<file path="src/hdl/alir_pkg.sv">
`default_nettype none

package alir_pkg;

    // Default sizes of the list storage.
    localparam int CAPACITY_DEF    = 256;
    localparam int HANDLE_BITS_DEF = 32;

    // Fixed field widths of the ports.
    localparam int OPCODE_W    = 3;
    localparam int POS_W       = 8;
    localparam int VALUE_W     = 32;
    localparam int STATUS_W    = 2;
    localparam int COUNT_OUT_W = 9;

    // Command codes. Code seven is unused and does nothing.
    typedef enum logic [OPCODE_W-1:0] {
        OP_INS_FRONT = 3'd0,
        OP_INS_POS   = 3'd1,
        OP_INS_END   = 3'd2,
        OP_REM_FRONT = 3'd3,
        OP_REM_POS   = 3'd4,
        OP_REM_END   = 3'd5,
        OP_READ      = 3'd6
    } t_opcode;

    // Status codes of a result.
    typedef enum logic [STATUS_W-1:0] {
        STAT_OK     = 2'd0,
        STAT_FULL   = 2'd1,
        STAT_BADPOS = 2'd2,
        STAT_EMPTY  = 2'd3
    } t_status;

    // Sequencer states.
    typedef enum logic [1:0] {
        ST_IDLE,
        ST_EXEC,
        ST_OUT
    } t_state;

    // Shift control broadcast to every cell of the row.
    typedef struct packed {
        logic do_ins;
        logic do_rem;
    } t_cell_ctl;

endpackage

`default_nettype wire

</file>
<file path="src/hdl/alir_cell.sv">
`default_nettype none

module alir_cell import alir_pkg::*; #(
    parameter int HANDLE_BITS = HANDLE_BITS_DEF,
    parameter int CW          = 9,
    parameter int INDEX       = 0
) (
    input  wire logic                   i_clk,
    input  wire t_cell_ctl              i_ctl,
    input  wire logic [CW-1:0]          i_at,
    input  wire logic [HANDLE_BITS-1:0] i_handle,
    input  wire logic [HANDLE_BITS-1:0] i_left,
    input  wire logic [HANDLE_BITS-1:0] i_right,
    output logic      [HANDLE_BITS-1:0] o_value,
    output logic      [HANDLE_BITS-1:0] o_sel_value
);

    localparam logic [CW-1:0] MY_INDEX = CW'(INDEX);

    logic [HANDLE_BITS-1:0] r_value;
    logic [HANDLE_BITS-1:0] n_value;
    logic                   w_is_at;
    logic                   w_above;

    // Position of this cell relative to the command's index.
    assign w_is_at = (i_at == MY_INDEX);
    assign w_above = (MY_INDEX > i_at);

    // An insert moves the entry up from the left neighbour and drops the new
    // handle at the gap; a remove pulls the entry down from the right.
    always_comb begin
        n_value = r_value;
        if (i_ctl.do_ins && w_above) begin
            n_value = i_left;
        end else if (i_ctl.do_ins && w_is_at) begin
            n_value = i_handle;
        end else if (i_ctl.do_rem && (w_above || w_is_at)) begin
            n_value = i_right;
        end
    end

    always_ff @(posedge i_clk) begin
        r_value <= n_value;
    end

    // The addressed cell offers its old entry for a read or a remove.
    assign o_value     = r_value;
    assign o_sel_value = w_is_at ? r_value : '0;

endmodule

`default_nettype wire

</file>
<file path="config.mk">
export PLATFORM = sky130hd
export DESIGN_NAME = alir_cell
export DESIGN_NICKNAME = d
export VERILOG_FILES = /design/src/hdl/alir_pkg.sv /design/src/hdl/alir_cell.sv
export SDC_FILE = /design/constraint.sdc
export NUM_CORES = 1
export LEC_CHECK = 0
export BUFFER_PORTS_ARGS = -buffer_cell sky130_fd_sc_hd__buf_2
export CORE_ASPECT_RATIO = 1.75
export CORE_UTILIZATION = 35
export CTS_CLUSTER_SIZE = 25
export DETAILED_ROUTE_END_ITERATION = 16
export PLACE_DENSITY_LB_ADDON = 0.15
export SYNTH_ARGS = -nofsm -noshare
export SYNTH_HDL_FRONTEND = slang
export SYNTH_SLANG_ARGS = --single-unit
</file>
<file path="constraint.sdc">
create_clock -name i_clk -period 3.6 [get_ports i_clk]
set_input_delay 0.18 -clock i_clk [delete_from_list [all_inputs] [get_ports i_clk]]
set_output_delay 0.18 -clock i_clk [all_outputs]
set_load 0.02 [all_outputs]
</file>
==> impl_metrics.yaml <==
run_status:
  status: "completed"
clocking:
  postCtsHoldBufs: 0
  clockRootBuffer: "clkbuf_8"
  cts_num_sinks: 32
  cts_max_path_buffers: 2
  cts_tree: "yes"
  htree_levels: 2
  numCtsBuffers: 5
  cts-resized-gates: 0
  post_cts_buffers: 0
  cts.clk_slew.worst_paths_ns: 0.06
synthesis:
  synthCells: 110
  synth_top_area_frac: 0.544
  synth_top_area_cell: "edfxtp_1"
  ys_ff_latch: 32
  netlist_area_um2: 1770
  ys.warnings.count: 0
  syn_area_per_cell_um2: 16.1
  synth_cell_types: 13
  synth_nets: 218
  yosysSeqAreaShare: 0.544
  synthTopCellsByArea: "edfxtp_1 (54%), mux2_4 (25%), and2_1 (11%)"
placed_design:
  gp_congestion: 0.756
  detailed_place.area_um2: 2470
  place_ws_ns: 1.22
  dp_hpwl_mm: 3.11
  placedCellCount: 297
  portBuffers: 139
global_routing:
  antenna_found_initial: 0
  track_usage: 0.146
  grt_first_pass_wirelength_mm: 5.81
  grt_pass1_vias: 1262
  grt_start_max_net_pins: 33
  grt_overflow: 0
pwr:
  p_comb_frac: 0.098
  p_switching_uw: 138
  clock_power_share: 0.338
  p_int_uw: 591
  p_leak_nw: 1.35
  swShare: 0.189
  seqPwrFrac: 0.564
  power.density_nw_per_um2: 286
  irDropWorstVdd_mv: 0.181
sta:
  drv_slew: 0
  setup-tns-final_ns: 0
  fin_crit_ns: 2.30
  worst_pin_slew_ns: 0.811
  fin_crit_sh: 0.639
  grt_setup_unrepaired: "false"
  maxSlewHeadroom: 0.456
  fmax_mhz: 435
  final_hold_viol_count: 0
  finalSetupViolations: 0
  setup_ws_ns: 1.30
layout:
  final_area_um2: 2550
  multiInputGateArea_um2: 726
  largest_reg_flops: 32
  num-nets-final: 360
  area_growth_pct: 44.2
  diodes: 0
  utilization: 0.537
  regArea_um2: 961
  n_fill_cell: 432
  fin_cells: 304
  final_layout_size_suffix_gt1_frac: 0.726
floorplan:
  dieArea_um2: 5350
  ios: 172
  core.rowCount: 33
  start_util: 0.372
  die_y_um: 96.0
  coreArea_um2: 4750
  fp.dieW_um: 55.7
worst_setup_path:
  cp_max_fo: 20
  cp-end-kind: "output port"
  critPathBufInv: 3
  path_delay_family: "simple AND/OR/NAND/NOR gates"
  arrival_ns: 2.12
  cp-start-kind: "input port"
  slowest_stage: "nor3_2"
  cp.required_ns: 3.42
  crit_top_cell: "buf_2"
  critPathKind: "in -> out"
  crit_chain: "buf_2, or4_4, nor3_2, buf_4, and2_1, buf_2"
  cpPeakStageDelay_ns: 0.67
route:
  viasPerCell: 4.55
  drtIter0Drc: 39
  ant_nets: 0
  route.detailed.drc: 0
  wl_mm: 3.95
  dr_total_vias: 1384
  routedWlPerCell_um: 13.0
  firstDrtPassIters: 4
worst_hold_path:
  hold_class: "in -> reg"
run:
  timing.max_cap.violations: 0
-- cell families (layout without fill, tap and decap cells) --
kind of cell / Yosys count / in the layout / synth area share
buf+inv: 8 / 150 / 0.0488
flops: 32 / 32 / 0.544
mux: 32 / 32 / 0.268
compound gates: 1 / 1 / 0.00425
simple gates: 37 / 37 / 0.136
-- routing by layer --
metal	global-route usage	share of wire
met1	0.147	0.36
met2	0.280	0.55
met3	0.0336	0.082
met4	0.0688	0.0073
met5	0	0
-- cell usage after synthesis --
library cell and count:
and2_1 32, buf_12 3, buf_6 1, clkbuf_1 3
edfxtp_1 32, inv_1 1, mux2_2 2, mux2_4 30
nor3_1 1, o21a_1 1, or2_2 1, or3_1 1
or4_4 2
-- area by class of cell --
class | count | share of cell area
Multi-Input combinational cell | 70 | 0.285
Inverter | 1 | 0.00147
Sequential cell | 32 | 0.377
Clock buffer | 5 | 0.0270
Tap cell | 52 | 0.0255
Timing Repair Buffer | 142 | 0.282
Clock inverter | 2 | 0.00294
-- through the flow --
step                power (mW)  hold slack [ns]
global placement         0.489            0.480
CTS                      0.740            0.191
floorplan                0.449            0.397
detailed placement       0.491            0.483
global route             0.761            0.190
finish                   0.728            0.204
-- power by group through the flow --
| stage | clock, mW | combinational, mW | sequential (mW) |
|---|---|---|---|
| after floorplan | 0 | 0.0293 | 0.419 |
| after global placement | 0 | 0.0700 | 0.419 |
| after detailed placement | 0 | 0.0727 | 0.419 |
| after CTS | 0.257 | 0.0725 | 0.411 |
| after global routing | 0.272 | 0.0787 | 0.410 |
| final | 0.246 | 0.0717 | 0.411 |
-- cell usage in the layout, fill, tap and decap left out --
cell type and instances:
buf_2 139, and2_1 32, edfxtp_1 32, mux2_4 30, clkbuf_8 5, buf_4 3
or4_4 2, mux2_2 2, clkinv_1 2, inv_1 1, or2_2 1, or3_1 1
nor3_2 1, o21a_1 1
-- worst paths after layout --
check              startpoint               endpoint  slack (ns)  cells past startpoint
setup / recovery      i_at[6]        o_sel_value[17]        1.30                      6
hold / removal    i_right[22]  o_value[22]$_DFFE_PP_        0.20                      2
Power figures use the tool's default switching activity.
